===== src/sv/fmcl_pkg.sv =====
package fmcl_pkg;

    localparam int WINDOW_SIZE_DEFAULT = 16;
    localparam int SAMPLE_BITS_DEFAULT = 12;
    localparam int COUNT_BITS_DEFAULT  = 20;

    localparam int THRESHOLD_BITS = 12;
    localparam int AVERAGE_BITS   = 12;
    localparam int PHASE_BITS     = 2;

    localparam logic [THRESHOLD_BITS-1:0] THRESHOLD_RESET = 12'd120;

    localparam logic [PHASE_BITS-1:0] PHASE_WAIT_CLOSE = 2'd0;
    localparam logic [PHASE_BITS-1:0] PHASE_CLOSING    = 2'd1;
    localparam logic [PHASE_BITS-1:0] PHASE_HOLDING    = 2'd2;
    localparam logic [PHASE_BITS-1:0] PHASE_OPENING    = 2'd3;

    typedef struct packed {
        logic                  drive_close;
        logic                  drive_open;
        logic [PHASE_BITS-1:0] motion_phase;
    } phase_out_t;

endpackage


===== src/sv/finger_motor_current_limit_fsm.sv =====
// An input goes to the stage register and its result to the output register; stalls delay it.
// Throughput: one item per cycle unless the output stalls, set by the single compute
// stage between input and output registers; the ring is one read-first RAM access per item.
// Reset clears the phase machine, count, running sum and threshold (to 120) at once;
// ring entries read as zero until the ring has wrapped, so there is no clearing pass.
module finger_motor_current_limit_fsm #(
    parameter int WINDOW_SIZE = fmcl_pkg::WINDOW_SIZE_DEFAULT,
    parameter int SAMPLE_BITS = fmcl_pkg::SAMPLE_BITS_DEFAULT,
    parameter int COUNT_BITS  = fmcl_pkg::COUNT_BITS_DEFAULT
) (
    input  logic                                 clk,
    input  logic                                 rst_n,
    input  logic                                 current_threshold_we,
    input  logic [fmcl_pkg::THRESHOLD_BITS-1:0]  current_threshold,
    input  logic                                 in_valid,
    output logic                                 in_ready,
    input  logic [SAMPLE_BITS-1:0]               current_sample,
    input  logic                                 close_request,
    output logic                                 out_valid,
    input  logic                                 out_ready,
    output logic                                 drive_close,
    output logic                                 drive_open,
    output logic [fmcl_pkg::PHASE_BITS-1:0]      motion_phase,
    output logic [COUNT_BITS-1:0]                close_duration,
    output logic [fmcl_pkg::AVERAGE_BITS-1:0]    average_level
);

    import fmcl_pkg::*;

    localparam int WIDE_BITS = (SAMPLE_BITS > AVERAGE_BITS) ? SAMPLE_BITS : AVERAGE_BITS;

    logic [THRESHOLD_BITS-1:0] threshold_reg;
    logic                      stage_valid_reg;
    logic [SAMPLE_BITS-1:0]    stage_sample_reg;
    logic                      stage_close_reg;
    logic                      out_valid_reg;
    logic                      drive_close_reg;
    logic                      drive_open_reg;
    logic [PHASE_BITS-1:0]     motion_phase_reg;
    logic [COUNT_BITS-1:0]     close_duration_reg;
    logic [AVERAGE_BITS-1:0]   average_level_reg;

    logic                      in_xfer;
    logic                      commit;
    logic [SAMPLE_BITS-1:0]    mean;
    logic [WIDE_BITS-1:0]      mean_wide;
    phase_out_t                phase_result;
    logic [COUNT_BITS-1:0]     count_next;

    assign commit    = stage_valid_reg && (!out_valid_reg || out_ready);
    assign in_ready  = !stage_valid_reg || commit;
    assign in_xfer   = in_valid && in_ready;
    assign mean_wide = WIDE_BITS'(mean);

    fmcl_window #(
        .WINDOW_SIZE (WINDOW_SIZE),
        .SAMPLE_BITS (SAMPLE_BITS)
    ) u_window (
        .clk          (clk),
        .rst_n        (rst_n),
        .in_xfer      (in_xfer),
        .in_sample    (current_sample),
        .commit       (commit),
        .stage_sample (stage_sample_reg),
        .mean         (mean)
    );

    fmcl_phase #(
        .SAMPLE_BITS (SAMPLE_BITS),
        .COUNT_BITS  (COUNT_BITS)
    ) u_phase (
        .clk        (clk),
        .rst_n      (rst_n),
        .commit     (commit),
        .close_req  (stage_close_reg),
        .mean       (mean),
        .threshold  (threshold_reg),
        .result     (phase_result),
        .count_next (count_next)
    );

    always_ff @(posedge clk or negedge rst_n)
    begin
        if (!rst_n)
        begin
            threshold_reg   <= THRESHOLD_RESET;
            stage_valid_reg <= 1'b0;
            out_valid_reg   <= 1'b0;
        end
        else
        begin
            if (current_threshold_we)
            begin
                threshold_reg <= current_threshold;
            end
            if (in_xfer)
            begin
                stage_valid_reg <= 1'b1;
            end
            else if (commit)
            begin
                stage_valid_reg <= 1'b0;
            end
            if (commit)
            begin
                out_valid_reg <= 1'b1;
            end
            else if (out_ready)
            begin
                out_valid_reg <= 1'b0;
            end
        end
    end

    always_ff @(posedge clk)
    begin
        if (in_xfer)
        begin
            stage_sample_reg <= current_sample;
            stage_close_reg  <= close_request;
        end
        if (commit)
        begin
            drive_close_reg    <= phase_result.drive_close;
            drive_open_reg     <= phase_result.drive_open;
            motion_phase_reg   <= phase_result.motion_phase;
            close_duration_reg <= count_next;
            average_level_reg  <= mean_wide[AVERAGE_BITS-1:0];
        end
    end

    assign out_valid      = out_valid_reg;
    assign drive_close    = drive_close_reg;
    assign drive_open     = drive_open_reg;
    assign motion_phase   = motion_phase_reg;
    assign close_duration = close_duration_reg;
    assign average_level  = average_level_reg;

`ifndef ASSERT_OFF
    a_drive_exclusive: assert property (@(posedge clk) disable iff (!rst_n)
        out_valid |-> !(drive_close && drive_open))
        else $error("Close and open drive are both active.");

    a_close_phase: assert property (@(posedge clk) disable iff (!rst_n)
        (out_valid && drive_close) |-> (motion_phase == PHASE_CLOSING))
        else $error("Close drive outside the closing phase.");

    a_open_phase: assert property (@(posedge clk) disable iff (!rst_n)
        (out_valid && drive_open) |-> (motion_phase == PHASE_OPENING))
        else $error("Open drive outside the opening phase.");

    a_wait_count: assert property (@(posedge clk) disable iff (!rst_n)
        (out_valid && motion_phase == PHASE_WAIT_CLOSE) |-> (close_duration == '0))
        else $error("Count not cleared while waiting to close.");

    a_stall_cause: assert property (@(posedge clk) disable iff (!rst_n)
        !in_ready |-> (stage_valid_reg && out_valid && !out_ready))
        else $error("Input stalled without a full pipeline.");
`endif

endmodule


===== src/sv/fmcl_ram.sv =====
module fmcl_ram #(
    parameter int WIDTH = 12,
    parameter int DEPTH = 16
) (
    input  logic                     clk,
    input  logic                     en,
    input  logic                     we,
    input  logic [$clog2(DEPTH)-1:0] addr,
    input  logic [WIDTH-1:0]         wdata,
    output logic [WIDTH-1:0]         rdata
);

    logic [WIDTH-1:0] mem_reg [DEPTH];
    logic [WIDTH-1:0] rdata_reg;

    // Read-first: a write returns the old contents of the same entry.
    always_ff @(posedge clk)
    begin
        if (en)
        begin
            rdata_reg <= mem_reg[addr];
            if (we)
            begin
                mem_reg[addr] <= wdata;
            end
        end
    end

    assign rdata = rdata_reg;

endmodule


===== src/sv/fmcl_window.sv =====
module fmcl_window #(
    parameter int WINDOW_SIZE = 16,
    parameter int SAMPLE_BITS = 12
) (
    input  logic                   clk,
    input  logic                   rst_n,
    input  logic                   in_xfer,
    input  logic [SAMPLE_BITS-1:0] in_sample,
    input  logic                   commit,
    input  logic [SAMPLE_BITS-1:0] stage_sample,
    output logic [SAMPLE_BITS-1:0] mean
);

    localparam int POS_BITS = $clog2(WINDOW_SIZE);
    localparam int SUM_BITS = SAMPLE_BITS + POS_BITS;
    localparam logic [POS_BITS-1:0] POS_LAST = POS_BITS'(WINDOW_SIZE - 1);

    logic [POS_BITS-1:0]    pos_reg;
    logic [POS_BITS-1:0]    pos_next;
    logic                   filled_reg;
    logic                   old_valid_reg;
    logic [SUM_BITS-1:0]    sum_reg;
    logic [SUM_BITS-1:0]    sum_next;
    logic [SAMPLE_BITS-1:0] old_sample;
    logic [SAMPLE_BITS-1:0] old_term;

    // Entries read as zero until the ring has wrapped once after reset.
    fmcl_ram #(
        .WIDTH (SAMPLE_BITS),
        .DEPTH (WINDOW_SIZE)
    ) u_ring (
        .clk   (clk),
        .en    (in_xfer),
        .we    (in_xfer),
        .addr  (pos_reg),
        .wdata (in_sample),
        .rdata (old_sample)
    );

    assign pos_next = (pos_reg == POS_LAST) ? '0 : pos_reg + POS_BITS'(1);
    assign old_term = old_valid_reg ? old_sample : '0;
    assign sum_next = sum_reg - SUM_BITS'(old_term) + SUM_BITS'(stage_sample);

    always_ff @(posedge clk or negedge rst_n)
    begin
        if (!rst_n)
        begin
            pos_reg       <= '0;
            filled_reg    <= 1'b0;
            old_valid_reg <= 1'b0;
            sum_reg       <= '0;
        end
        else
        begin
            if (in_xfer)
            begin
                pos_reg       <= pos_next;
                old_valid_reg <= filled_reg;
                if (pos_reg == POS_LAST)
                begin
                    filled_reg <= 1'b1;
                end
            end
            if (commit)
            begin
                sum_reg <= sum_next;
            end
        end
    end

    generate
        if ((1 << POS_BITS) == WINDOW_SIZE)
        begin : g_shift
            assign mean = sum_next[POS_BITS +: SAMPLE_BITS];
        end
        else
        begin : g_recip
            // Exact truncated quotient by a rounded-up reciprocal.
            localparam int RECIP_BITS = SUM_BITS + 1;
            localparam int SHIFT      = SUM_BITS + POS_BITS;
            localparam int PROD_BITS  = SUM_BITS + RECIP_BITS;
            localparam longint unsigned RECIP_FULL =
                ((64'd1 << SHIFT) + WINDOW_SIZE - 1) / WINDOW_SIZE;
            localparam logic [RECIP_BITS-1:0] RECIP = RECIP_FULL[RECIP_BITS-1:0];

            logic [PROD_BITS-1:0] product;

            assign product = PROD_BITS'(sum_next) * PROD_BITS'(RECIP);
            assign mean    = product[SHIFT +: SAMPLE_BITS];
        end
    endgenerate

endmodule


===== src/sv/fmcl_phase.sv =====
module fmcl_phase #(
    parameter int SAMPLE_BITS = 12,
    parameter int COUNT_BITS  = 20
) (
    input  logic                                  clk,
    input  logic                                  rst_n,
    input  logic                                  commit,
    input  logic                                  close_req,
    input  logic [SAMPLE_BITS-1:0]                mean,
    input  logic [fmcl_pkg::THRESHOLD_BITS-1:0]   threshold,
    output fmcl_pkg::phase_out_t                  result,
    output logic [COUNT_BITS-1:0]                 count_next
);

    import fmcl_pkg::*;

    localparam int CMP_BITS = (SAMPLE_BITS > THRESHOLD_BITS) ? SAMPLE_BITS : THRESHOLD_BITS;
    localparam logic [COUNT_BITS-1:0] COUNT_MAX = '1;
    localparam logic [COUNT_BITS-1:0] COUNT_ONE = COUNT_BITS'(1);

    typedef enum logic [PHASE_BITS-1:0] {
        ST_WAIT_CLOSE = PHASE_WAIT_CLOSE,
        ST_CLOSING    = PHASE_CLOSING,
        ST_HOLDING    = PHASE_HOLDING,
        ST_OPENING    = PHASE_OPENING
    } phase_state_t;

    phase_state_t            phase_reg;
    phase_state_t            phase_next;
    logic [COUNT_BITS-1:0]   count_reg;
    logic                    dc;
    logic                    dopen;
    logic [CMP_BITS-1:0]     mean_wide;
    logic [CMP_BITS-1:0]     thr_wide;

    assign mean_wide = CMP_BITS'(mean);
    assign thr_wide  = CMP_BITS'(threshold);

    always_comb
    begin
        phase_next = phase_reg;
        dc         = 1'b0;
        dopen      = 1'b0;
        if (close_req)
        begin
            unique case (phase_reg) inside
                ST_WAIT_CLOSE, ST_OPENING:
                begin
                    phase_next = ST_CLOSING;
                end
                ST_CLOSING:
                begin
                    if (mean_wide < thr_wide)
                    begin
                        dc = 1'b1;
                    end
                    else
                    begin
                        phase_next = ST_HOLDING;
                    end
                end
                default:
                begin
                    phase_next = ST_HOLDING;
                end
            endcase
        end
        else
        begin
            unique case (phase_reg) inside
                ST_OPENING:
                begin
                    if (count_reg != '0)
                    begin
                        dopen = 1'b1;
                    end
                    else
                    begin
                        phase_next = ST_WAIT_CLOSE;
                    end
                end
                ST_WAIT_CLOSE:
                begin
                    phase_next = ST_WAIT_CLOSE;
                end
                default:
                begin
                    phase_next = ST_OPENING;
                end
            endcase
        end
    end

    // The opening-time count follows the phase just entered.
    always_comb
    begin
        count_next = count_reg;
        unique case (phase_next)
            ST_OPENING:
            begin
                if (count_reg != '0)
                begin
                    count_next = count_reg - COUNT_ONE;
                end
            end
            ST_WAIT_CLOSE:
            begin
                count_next = '0;
            end
            ST_CLOSING:
            begin
                if (count_reg != COUNT_MAX)
                begin
                    count_next = count_reg + COUNT_ONE;
                end
            end
            default:
            begin
                count_next = count_reg;
            end
        endcase
    end

    assign result.drive_close  = dc;
    assign result.drive_open   = dopen;
    assign result.motion_phase = phase_next;

    always_ff @(posedge clk or negedge rst_n)
    begin
        if (!rst_n)
        begin
            phase_reg <= ST_WAIT_CLOSE;
            count_reg <= '0;
        end
        else if (commit)
        begin
            phase_reg <= phase_next;
            count_reg <= count_next;
        end
    end

endmodule


===== config.mk =====
export PLATFORM = sky130hd
export DESIGN_NAME = finger_motor_current_limit_fsm
export DESIGN_NICKNAME = d
export VERILOG_FILES = /design/src/sv/fmcl_pkg.sv /design/src/sv/finger_motor_current_limit_fsm.sv /design/src/sv/fmcl_ram.sv /design/src/sv/fmcl_window.sv /design/src/sv/fmcl_phase.sv
export SDC_FILE = /design/constraint.sdc
export NUM_CORES = 1
export LEC_CHECK = 0
export ABC_CLOCK_PERIOD_IN_PS = 7100
export BUFFER_PORTS_ARGS = -buffer_cell sky130_fd_sc_hd__buf_2
export CAP_MARGIN = 0
export CORE_MARGIN = 2
export CORE_UTILIZATION = 62
export DETAILED_ROUTE_END_ITERATION = 16
export PLACE_DENSITY = 0.8
export REMOVE_ABC_BUFFERS = 1
export SYNTH_ARGS = -nofsm -noshare
export SYNTH_HDL_FRONTEND = slang
export SYNTH_HIERARCHICAL = 1
export SYNTH_SLANG_ARGS = --single-unit

===== constraint.sdc =====
create_clock -name clk -period 7.1 [get_ports clk]
set_input_delay 0.71 -clock clk [delete_from_list [all_inputs] [get_ports clk]]
set_output_delay 0.71 -clock clk [all_outputs]
set_load 0.005 [all_outputs]

==> impl_metrics.json, run 1 <==
{
  "grt_start_max_net_pins": 59,
  "yosysTopAreaCellShare_pct": 51.0,
  "ys_seq_area_share_pct": 60.8,
  "drt-vias-per-instance": 6.26,
  "syn_avg_cell_area_sq_um": 13.8,
  "coreArea_sq_um": 23500,
  "rows": 56,
  "ys_ff_latch": 311,
  "cts_setup_buffers": 0,
  "clk_pin_slew_ns": 0.06,
  "min_period_ns": 6.20,
  "status": "complete, no violations",
  "fin_nets": 1204,
  "syn2layout_area_growth_pct": 10.7,
  "rr_startpoint": "u_window/old_valid_reg$_DFFE_PN0P_",
  "grt_pass1_vias": 9213,
  "cts-root-buf": "clkbuf_16",
  "r2r_end": "close_duration[15]$_DFFE_PP_",
  "die_width_um": 159,
  "hold_path_class": "primary input to async pin",
  "place_hpwl_um": 19200,
  "port_buffers": 67,
  "fin_skew_ns": 0.0392,
  "yosysUniqueCellTypes": 88,
  "cts_tree": "yes",
  "p_per_area_nw_per_um2": 452,
  "grtUsageTotal_pct": 25.3,
  "synthArstFlopShare_pct": 18.6,
  "yosys_warnings": 6,
  "clkSinkCount": 311,
  "synth_area_sq_um": 14900,
  "wire_per_inst_um": 21.4,
  "antenna_found_initial": 0,
  "largest_reg_flops": 192,
  "grt_pass1_wl_um": 50700,
  "reg2reg_depth": 21,
  "slew_viol_final": 0,
  "overflow": 0,
  "nFillCells": 1598,
  "tightest_slew_ns": 1.13,
  "route.detailed.drc": 0,
  "insertion_delay_ns": 0.59,
  "holdBufCountCts": 0,
  "wl_um": 31400,
  "ios": 68,
  "yosys.area.top_type": "edfxtp_1",
  "crit_type": "register to register",
  "syn_inst": 1077,
  "synthMostInstantiatedCell": "edfxtp_1",
  "ir_drop_v": 0.000295,
  "fmaxAchievable_ghz": 0.161,
  "tns_ns": 0,
  "synth_commonest_cells": "edfxtp_1 (253), inv_1 (82), nand2_1 (68)",
  "p_leak_nw": 6.22,
  "die_h_um": 159,
  "start_util_pct": 63.3,
  "cts_resized": 0,
  "ys_top_cells_by_area": "edfxtp_1 (51%), dfrtp_1 (9.1%), mux4_2 (5.0%)",
  "crit_fanout": 31,
  "first_pass_iters": 6,
  "finalCritPeriodShare_pct": 87.3,
  "num_vias": 9206,
  "start_kind": "register",
  "synth_edf_count": 253,
  "drt_iter0_markers": 816,
  "clock_path_buffers": 3,
  "synth_top_flop_cell": "edfxtp_1",
  "rsz0062_at_grt": "no",
  "place_inst": 1414,
  "finalHoldViolations": 0,
  "cts_buffers": 30,
  "worst_setup_path_end_kind": "register",
  "drtAntennaViolNets": 0,
  "diodes": 0,
  "reg2reg_slack_ns": 0.90,
  "crit_arrival_ns": 6.62,
  "gp_congestion": 0.880,
  "htree_num_levels": 1,
  "finalSetupViolations": 0,
  "dieArea_sq_um": 25300,
  "drive_gt1_share_pct": 19.2,
  "crit_required_ns": 7.52,
  "final_cell_count_no_fill": 1470,
  "slew_headroom_pct": 24.4,
  "maxCapViolCount": 0
}
## final cells by class
| class | instances | area, sq um | share of cell area, % |
|---|---|---|---|
| Clock buffer | 42 | 826 | 5.01 |
| Clock inverter | 14 | 245 | 1.49 |
| Inverter | 83 | 312 | 1.89 |
| Multi-Input combinational cell | 611 | 5150 | 31.2 |
| Sequential cell | 311 | 9060 | 54.9 |
| Tap cell | 319 | 399 | 2.42 |
| Timing Repair Buffer | 90 | 508 | 3.08 |
## how the worst max path moves through the flow
| stage | start | endpoint | cells after the start |
|---|---|---|---|
| finish | u_window/old_valid_reg$_DFFE_PN0P_ | close_duration[15]$_DFFE_PP_ | 21 |
| global route | u_window/old_valid_reg$_DFFE_PN0P_ | close_duration[15]$_DFFE_PP_ | 21 |
| CTS | u_window/old_valid_reg$_DFFE_PN0P_ | close_duration[15]$_DFFE_PP_ | 21 |
| detailed placement | u_window/old_valid_reg$_DFFE_PN0P_ | close_duration[15]$_DFFE_PP_ | 21 |
| global placement | u_window/old_valid_reg$_DFFE_PN0P_ | close_duration[15]$_DFFE_PP_ | 21 |
| floorplan | u_window/old_valid_reg$_DFFE_PN0P_ | u_phase/count_reg[6]$_DFFE_PN0P_ | 20 |
## kinds of logic (layout without fill, tap and decap cells)
logic type      after synthesis  after routing  synth area share [%]
flops                       311            311                  60.8
simple gates                270            270                  9.22
compound gates              207            207                  10.0
buf+inv                     155            229                  4.74
mux                          74             74                  9.83
fa+ha+maj                    47             47                  4.55
xor+xnor                     13             13                 0.907
## critical path: stages, from the launching register on
cell and delay (ns):
dfrtp_1 0.49, and2_1 0.21, fa_1 0.53, inv_1 0.04, ha_1 0.40, nand2_2 0.13
a21oi_2 0.07, a211oi_4 0.28, a31oi_1 0.14, or3_1 0.35, and2_1 0.19, ha_1 0.31
and3_1 0.18, o21ai_0 0.25, o311ai_1 0.21, o21ai_0 0.62, and2_1 0.24, buf_4 0.22
inv_2 0.24, or4_1 0.57, a21oi_1 0.20, a221o_1 0.16
## per-stage QoR
| stage | util, % | power [mW] | hold WS, ns | worst slack, ns | cell area (sq um) |
|---|---|---|---|---|---|
| 2_1_floorplan | - | 4.87 | 0.414 | 0.716 | 14500 |
| 5_1_grt | 70.1 | 7.95 | 0.310 | 0.440 | 16500 |
| 3_3_place_gp | 65.5 | 5.63 | 0.470 | 1.12 | 15400 |
| 6_report | 70.1 | 7.45 | 0.323 | 0.902 | 16500 |
| 3_5_place_dp | 65.5 | 5.72 | 0.469 | 0.987 | 15400 |
| 4_1_cts | 70.1 | 7.45 | 0.308 | 0.947 | 16500 |
## metal layers
| metal | vias up | wire length (um) | track usage, % |
|---|---|---|---|
| met5 | - | 0 | 0 |
| met1 | 4527 | 12900 | 35.3 |
| met4 | 0 | 865 | 7.85 |
| met2 | 425 | 15300 | 41.7 |
| met3 | 68 | 2360 | 3.70 |
| li1 | 4186 | - | - |
## power by group
group	switching, mW	total (mW)	leakage (nW)	internal (mW)
logic	1.91	3.19	2.68	1.28
registers	0.228	2.56	3.02	2.33
clock network	0.673	1.70	0.517	1.03
## placed cells by master (no fill, tap or decap), drive strengths merged, types with 7 or more instances in the layout
master / count
clkinv: 7
a21o: 8
dfrtp: 54
a31oi: 10
nor2: 51
o21ai: 40
fa: 12
a21oi: 45
and3: 8
mux4: 48
ha: 35
clkbuf: 42
nor2b: 9
nand4: 15
mux2: 21
a22oi: 26
nand3: 32
nand2: 69
edfxtp: 253
nand2b: 13
a221o: 8
or3: 9
buf: 90
o21a: 11
nor3: 22
and2: 18
inv: 83
Note: power is estimated with default switching activity, not from simulation.
==> run 2, diff against run 1 <==
--- a/config.mk
+++ b/config.mk
@@ -10,10 +10,10 @@
 export CAP_MARGIN = 0
 export CORE_MARGIN = 2
 export CORE_UTILIZATION = 62
+export CTS_CLUSTER_DIAMETER = 80
 export DETAILED_ROUTE_END_ITERATION = 16
 export PLACE_DENSITY = 0.8
 export REMOVE_ABC_BUFFERS = 1
 export SYNTH_ARGS = -nofsm -noshare
 export SYNTH_HDL_FRONTEND = slang
-export SYNTH_HIERARCHICAL = 1
 export SYNTH_SLANG_ARGS = --single-unit
==> run 2 against run 1 <==
  * Routed wire length grew 4.2%
  * Clock-buffer cell count is 8 higher
  * Sequential cell count unchanged
  * Non-clock buffer count shrank 6
==> impl_metrics.json, run 2 <==
{
  "drtAntennaViolNets": 0,
  "min_period_ns": 6.47,
  "finalCritPeriodShare_pct": 91.1,
  "drive_gt1_share_pct": 20.5,
  "cts_resized": 0,
  "worst_setup_path_end_kind": "register",
  "ys_seq_area_share_pct": 62.2,
  "final_cell_area_sq_um": 16400,
  "grtUsageTotal_pct": 27.4,
  "antenna_found_initial": 1,
  "tightest_slew_ns": 1.07,
  "die_h_um": 157,
  "yosys_warnings": 0,
  "cp_slowest_cell": "o21a_2",
  "syn2layout_area_growth_pct": 12.5,
  "nFillCells": 1490,
  "path_cells": "and2_1 > fa_1 > inv_1 > fa_1 > a21o_1 > a21oi_1 > o2111ai_1 > a21o_1 > o21ai_0 > nand2b_1 > a21oi_1 > xnor2_1 > ha_1 > a2111oi_0 > o21ai_0 > a21o_1 > a221oi_4 > o21a_2 > inv_2 > or3_1 > a31oi_1 > a21o_1",
  "synth_area_sq_um": 14500,
  "first_pass_iters": 5,
  "overflow": 0,
  "crit_fanout": 31,
  "p_leak_nw": 6.01,
  "finalSetupViolations": 0,
  "yosysUniqueCellTypes": 79,
  "fin_skew_ns": 0.0214,
  "start_kind": "register",
  "num_vias": 9212,
  "path_common_cell": "a21o_1",
  "synthMostInstantiatedCell": "edfxtp_1",
  "max_stage_delay_ns": 0.60,
  "rsz0062_at_grt": "no",
  "synth_top_flop_cell": "edfxtp_1",
  "slew_headroom_pct": 27.8,
  "synth_commonest_cells": "edfxtp_1 (253), inv_1 (84), nand2_1 (74)",
  "synth_edf_count": 253,
  "holdBufCountCts": 0,
  "yosysTopAreaCellShare_pct": 52.2,
  "wl_um": 32700,
  "fin_nets": 1189,
  "cpLargestDelayFamily": "compound AO/OA/AOI/OAI gates",
  "layout_common_cells": "edfxtp_1 (253), inv_1 (83), nand2_1 (74)",
  "crit_type": "register to register",
  "cts-root-buf": "clkbuf_16",
  "fmaxAchievable_ghz": 0.155,
  "grt_pass1_vias": 9004,
  "die_width_um": 157,
  "clkSinkCount": 311,
  "syn_inst": 1045,
  "coreArea_sq_um": 23300,
  "rows": 56,
  "yosys.area.top_type": "edfxtp_1",
  "hold_path_class": "primary input to async pin",
  "synthArstFlopShare_pct": 18.6,
  "wire_per_inst_um": 22.5,
  "place_hpwl_um": 19700,
  "dieArea_sq_um": 24700,
  "start_util_pct": 62.5,
  "grt_pass1_wl_um": 50900,
  "maxCapViolCount": 0,
  "slew_viol_final": 0,
  "power_mw": 7.53,
  "ios": 68,
  "clock_path_buffers": 3,
  "ys_top_cells_by_area": "edfxtp_1 (52%), dfrtp_1 (9.3%), mux4_2 (9.3%)",
  "reg2reg_depth": 22,
  "ys_ff_latch": 311,
  "cts_tree": "yes",
  "status": "complete, no violations",
  "crit_required_ns": 7.49,
  "mostFrequentLayoutCell": "edfxtp_1",
  "multi_input_area_sq_um": 4990,
  "route.detailed.drc": 0,
  "drt_iter0_markers": 1082,
  "clk_pin_slew_ns": 0.06,
  "syn_avg_cell_area_sq_um": 13.9,
  "htree_num_levels": 2,
  "cp_num_buf_inv": 2,
  "crit_start": "u_window.old_valid_reg$_DFFE_PN0P_",
  "p_per_area_nw_per_um2": 460,
  "ff_latch_area_sq_um": 9060,
  "largest_reg_flops": 192,
  "gp_congestion": 0.929,
  "insertion_delay_ns": 0.53,
  "cts_setup_buffers": 0,
  "dpl-instance-area_sq_um": 15200,
  "cts_buffers": 34,
  "tns_ns": 0,
  "crit_cells": 22,
  "port_buffers": 67,
  "crit_arrival_ns": 6.86,
  "finalHoldViolations": 0,
  "rr_startpoint": "u_window.old_valid_reg$_DFFE_PN0P_",
  "ir_drop_v": 0.000269,
  "grt_start_max_net_pins": 59,
  "drt-vias-per-instance": 6.33
}
run 2: changes by cell type after synthesis, sizes merged, moves of 6 or more:
cell,previous run,this run
nand4,15,8
a221o,8,2
o21ai,40,77
xnor2,6,14
mux4,48,60
buf,35,21
nor2,51,41
a22oi,26,1
nor4,3,11
mux2,21,5
a21oi,45,34
run 2: report_power, final:
| group | internal, mW | total [mW] | leakage, nW | switching, mW |
|---|---|---|---|---|
| Combinational | 1.29 | 3.08 | 2.43 | 1.79 |
| Sequential | 2.40 | 2.69 | 3.03 | 0.294 |
| Clock | 1.06 | 1.76 | 0.548 | 0.695 |
run 2: cells by family after synthesis:
| kind of cell | Yosys count | share of synthesized area, % |
|---|---|---|
| flops | 311 | 62.2 |
| simple gates | 249 | 8.63 |
| compound gates | 204 | 9.25 |
| buf+inv | 142 | 3.83 |
| mux | 71 | 10.1 |
| fa+ha+maj | 49 | 4.83 |
| xor+xnor | 19 | 1.14 |
run 2: worst reg2reg max path, stage by stage, from the launching register on:
cell and delay (ns):
dfrtp_1 0.48, and2_1 0.20, fa_1 0.48, inv_1 0.07, fa_1 0.45, a21o_1 0.22
a21oi_1 0.27, o2111ai_1 0.17, a21o_1 0.19, o21ai_0 0.25, nand2b_1 0.09, a21oi_1 0.18
xnor2_1 0.12, ha_1 0.21, a2111oi_0 0.31, o21ai_0 0.16, a21o_1 0.22, a221oi_4 0.47
o21a_2 0.60, inv_2 0.43, or3_1 0.44, a31oi_1 0.22, a21o_1 0.11
run 2: worst paths after layout:
path / endpoint / slack, ns
max: close_duration[9]$_DFFE_PP_ / 0.63
min: u_window.sum_reg[2]$_DFFE_PN0P_ / 0.37
max reg2reg: close_duration[9]$_DFFE_PP_ / 0.63
min reg2reg: u_window.sum_reg[15]$_DFFE_PN0P_ / 0.50
max in group asynchronous: u_window.pos_reg[0]$_DFFE_PN0P_ / 6.11
min in group clk: stage_close_reg$_DFFE_PP_ / 0.40
run 2: layout make-up:
type	count	share of cell area (%)
sequential	311	55.4
multi-input combinational	592	30.5
clock buffer	50	5.94
timing repair buffer	84	2.83
tap	319	2.44
inverter	87	2.00
clock inverter	11	0.917
antenna	1	0.0153
run 2: per-layer routing:
metal / share of wire (%) / global-route usage [%] / vias to the layer above
met5: 0 / 0 / -
met3: 8.0 / 4.05 / 90
met1: 41 / 39.6 / 4531
li1: - / - / 4093
met4: 3.5 / 10.6 / 0
met2: 47 / 42.9 / 498
run 2: metrics by stage:
step                      instances  util (%)  hold WS, ns  setup slack [ns]
after floorplan                 990         -        0.414              1.39
after global placement         1393      65.5        0.453             0.996
after detailed placement       1393      65.5        0.474             0.769
after CTS                      1454      70.3        0.391             0.734
after global routing           1455      70.4        0.399             0.179
final                          1455      70.4        0.368             0.633
==> run 3, diff against run 2 <==
--- a/config.mk
+++ b/config.mk
@@ -8,12 +8,15 @@
 export ABC_CLOCK_PERIOD_IN_PS = 7100
 export BUFFER_PORTS_ARGS = -buffer_cell sky130_fd_sc_hd__buf_2
 export CAP_MARGIN = 0
+export CELL_PAD_IN_SITES_DETAIL_PLACEMENT = 1
+export CELL_PAD_IN_SITES_GLOBAL_PLACEMENT = 2
 export CORE_MARGIN = 2
-export CORE_UTILIZATION = 62
+export CORE_UTILIZATION = 44
 export CTS_CLUSTER_DIAMETER = 80
 export DETAILED_ROUTE_END_ITERATION = 16
-export PLACE_DENSITY = 0.8
+export PLACE_DENSITY_LB_ADDON = 0.1
 export REMOVE_ABC_BUFFERS = 1
+export SKIP_CTS_REPAIR_TIMING = 1
 export SYNTH_ARGS = -nofsm -noshare
 export SYNTH_HDL_FRONTEND = slang
 export SYNTH_SLANG_ARGS = --single-unit
==> run 3 against run 2 <==
  * Sequential power shrank 1%
  * Register-to-register slack gained 0.39 ns
  * Global-route usage shrank 5.9 points
  * Maximum frequency grew 6.4%
  * Sequential share of layout area shrank 0.48 points
  * Routed wire length grew 8.6%
  * Core utilization shrank 20 points
  * Clock-buffer cell count shrank 3
  * Worst setup slack gained 0.39 ns
  * Power grew 0.64%
  * Critical path depth is the same
  * Non-clock buffer count grew 1
==> impl_metrics.json, run 3 (synthesis gave the netlist of run 2 again) <==
{
  "die_h_um": 186,
  "min_period_ns": 6.08,
  "crit_cells": 22,
  "cts-root-buf": "clkbuf_16",
  "start_util_pct": 44.7,
  "path_cells": "and2_1 > fa_1 > inv_1 > fa_1 > a21o_1 > a21oi_1 > o21ai_0 > o21ai_0 > nand2_1 > a21oi_1 > xnor2_1 > ha_1 > a21o_1 > a2111oi_0 > o21ai_0 > a21o_1 > a221oi_4 > a211oi_4 > buf_4 > nor4_1 > mux2i_1 > o22ai_1",
  "hold_path_class": "primary input to async pin",
  "finalSetupViolations": 0,
  "crit_required_ns": 7.34,
  "gp_congestion": 0.772,
  "start_kind": "register",
  "hold_ws_ns": 0.410,
  "rows": 66,
  "first_pass_iters": 5,
  "fin_nets": 1191,
  "layout_common_cells": "edfxtp_1 (253), inv_1 (83), nand2_1 (74)",
  "rsz0062_at_grt": "no",
  "place_inst": 1517,
  "final_cell_count_no_fill": 1576,
  "fin_skew_ns": 0.0154,
  "cpLargestDelayFamily": "compound AO/OA/AOI/OAI gates",
  "overflow": 0,
  "p_per_area_nw_per_um2": 459,
  "drtAntennaViolNets": 0,
  "reg2reg_slack_ns": 1.02,
  "cts_tree": "yes",
  "crit_fanout": 35,
  "grtUsageTotal_pct": 21.5,
  "finalHoldViolations": 0,
  "cts_buffers": 35,
  "insertion_delay_ns": 0.52,
  "die_width_um": 186,
  "coreArea_sq_um": 32500,
  "reg2reg_depth": 22,
  "tns_ns": 0,
  "mostFrequentLayoutCell": "edfxtp_1",
  "drt-vias-per-instance": 5.60,
  "diodes": 0,
  "ios": 68,
  "clk_pin_slew_ns": 0.06,
  "power_mw": 7.58,
  "slew_viol_final": 0,
  "route.detailed.drc": 0,
  "crit_type": "register to register",
  "drive_gt1_share_pct": 20.6,
  "nFillCells": 3276,
  "clock_path_buffers": 3,
  "grt_pass1_wl_um": 55400,
  "clkSinkCount": 311,
  "rr_startpoint": "u_window.old_valid_reg$_DFFE_PN0P_",
  "syn2layout_area_growth_pct": 13.5,
  "status": "complete, no violations",
  "drt_iter0_markers": 552,
  "multi_input_area_sq_um": 4990,
  "antenna_found_initial": 0,
  "fin_util_pct": 50.7,
  "slew_headroom_pct": 23.5,
  "wl_um": 35600,
  "htree_num_levels": 2,
  "p_leak_nw": 6.01,
  "dieArea_sq_um": 34500,
  "num_vias": 8833,
  "ir_drop_v": 0.000222,
  "fmaxAchievable_ghz": 0.165,
  "ff_latch_area_sq_um": 9060,
  "cp_num_buf_inv": 2,
  "tightest_slew_ns": 1.15,
  "finalCritPeriodShare_pct": 85.6,
  "grt_start_max_net_pins": 59,
  "place_hpwl_um": 23100,
  "wire_per_inst_um": 22.6,
  "max_stage_delay_ns": 0.54,
  "maxCapViolCount": 0,
  "port_buffers": 67,
  "r2r_end": "close_duration[19]$_DFFE_PP_",
  "grt_pass1_vias": 9351,
  "largest_reg_flops": 192,
  "worst_setup_path_end_kind": "register",
  "crit_arrival_ns": 6.32,
  "cp_slowest_cell": "nor4_1"
}
run 3: routing by layer:
metal	vias to the layer above	GRT usage, %	wire length (um)
li1	4076	-	-
met5	-	0	0
met1	4561	28.9	15800
met2	145	37.0	17800
met3	51	2.72	1140
met4	0	5.67	765
run 3: worst register-to-register path: stages, from the launching register on:
cell       delay, ns
dfrtp_1         0.47
and2_1          0.20
fa_1            0.47
inv_1           0.07
fa_1            0.47
a21o_1          0.23
a21oi_1         0.29
o21ai_0         0.17
o21ai_0         0.17
nand2_1         0.07
a21oi_1         0.17
xnor2_1         0.13
ha_1            0.20
a21o_1          0.17
a2111oi_0       0.35
o21ai_0         0.14
a21o_1          0.20
a221oi_4        0.52
a211oi_4        0.13
buf_4           0.29
nor4_1          0.54
mux2i_1         0.24
o22ai_1         0.09
run 3: through the flow:
stage               cell area [sq um]  setup slack (ns)
floorplan                       14300              1.39
global placement                15400              1.13
detailed placement              15400             0.985
CTS                             16500             0.951
global route                    16500             0.290
finish                          16500              1.02
run 3: worst max-delay path by stage:
| stage | start | end | slack (ns) |
|---|---|---|---|
| final | u_window.old_valid_reg$_DFFE_PN0P_ | close_duration[19]$_DFFE_PP_ | 1.02 |
| after global routing | u_window.old_valid_reg$_DFFE_PN0P_ | close_duration[19]$_DFFE_PP_ | 0.29 |
| after CTS | u_window.old_valid_reg$_DFFE_PN0P_ | close_duration[19]$_DFFE_PP_ | 0.95 |
| after detailed placement | u_window.old_valid_reg$_DFFE_PN0P_ | close_duration[19]$_DFFE_PP_ | 0.99 |
| after global placement | u_window.old_valid_reg$_DFFE_PN0P_ | close_duration[19]$_DFFE_PP_ | 1.13 |
| after floorplan | u_window.old_valid_reg$_DFFE_PN0P_ | close_duration[15]$_DFFE_PP_ | 1.39 |
run 3: power breakdown:
part | leakage, nW | internal, mW | switching, mW
logic | 2.44 | 1.29 | 1.89
clock network | 0.537 | 1.04 | 0.713
registers | 3.03 | 2.40 | 0.246
run 3: area by class of cell:
| cell class | count | share of cell area (%) |
|---|---|---|
| clock inverter | 12 | 0.765 |
| clock buffer | 47 | 5.95 |
| inverter | 87 | 1.98 |
| timing repair buffer | 85 | 2.85 |
| multi-input combinational | 592 | 30.2 |
| tap | 442 | 3.35 |
| sequential | 311 | 54.9 |
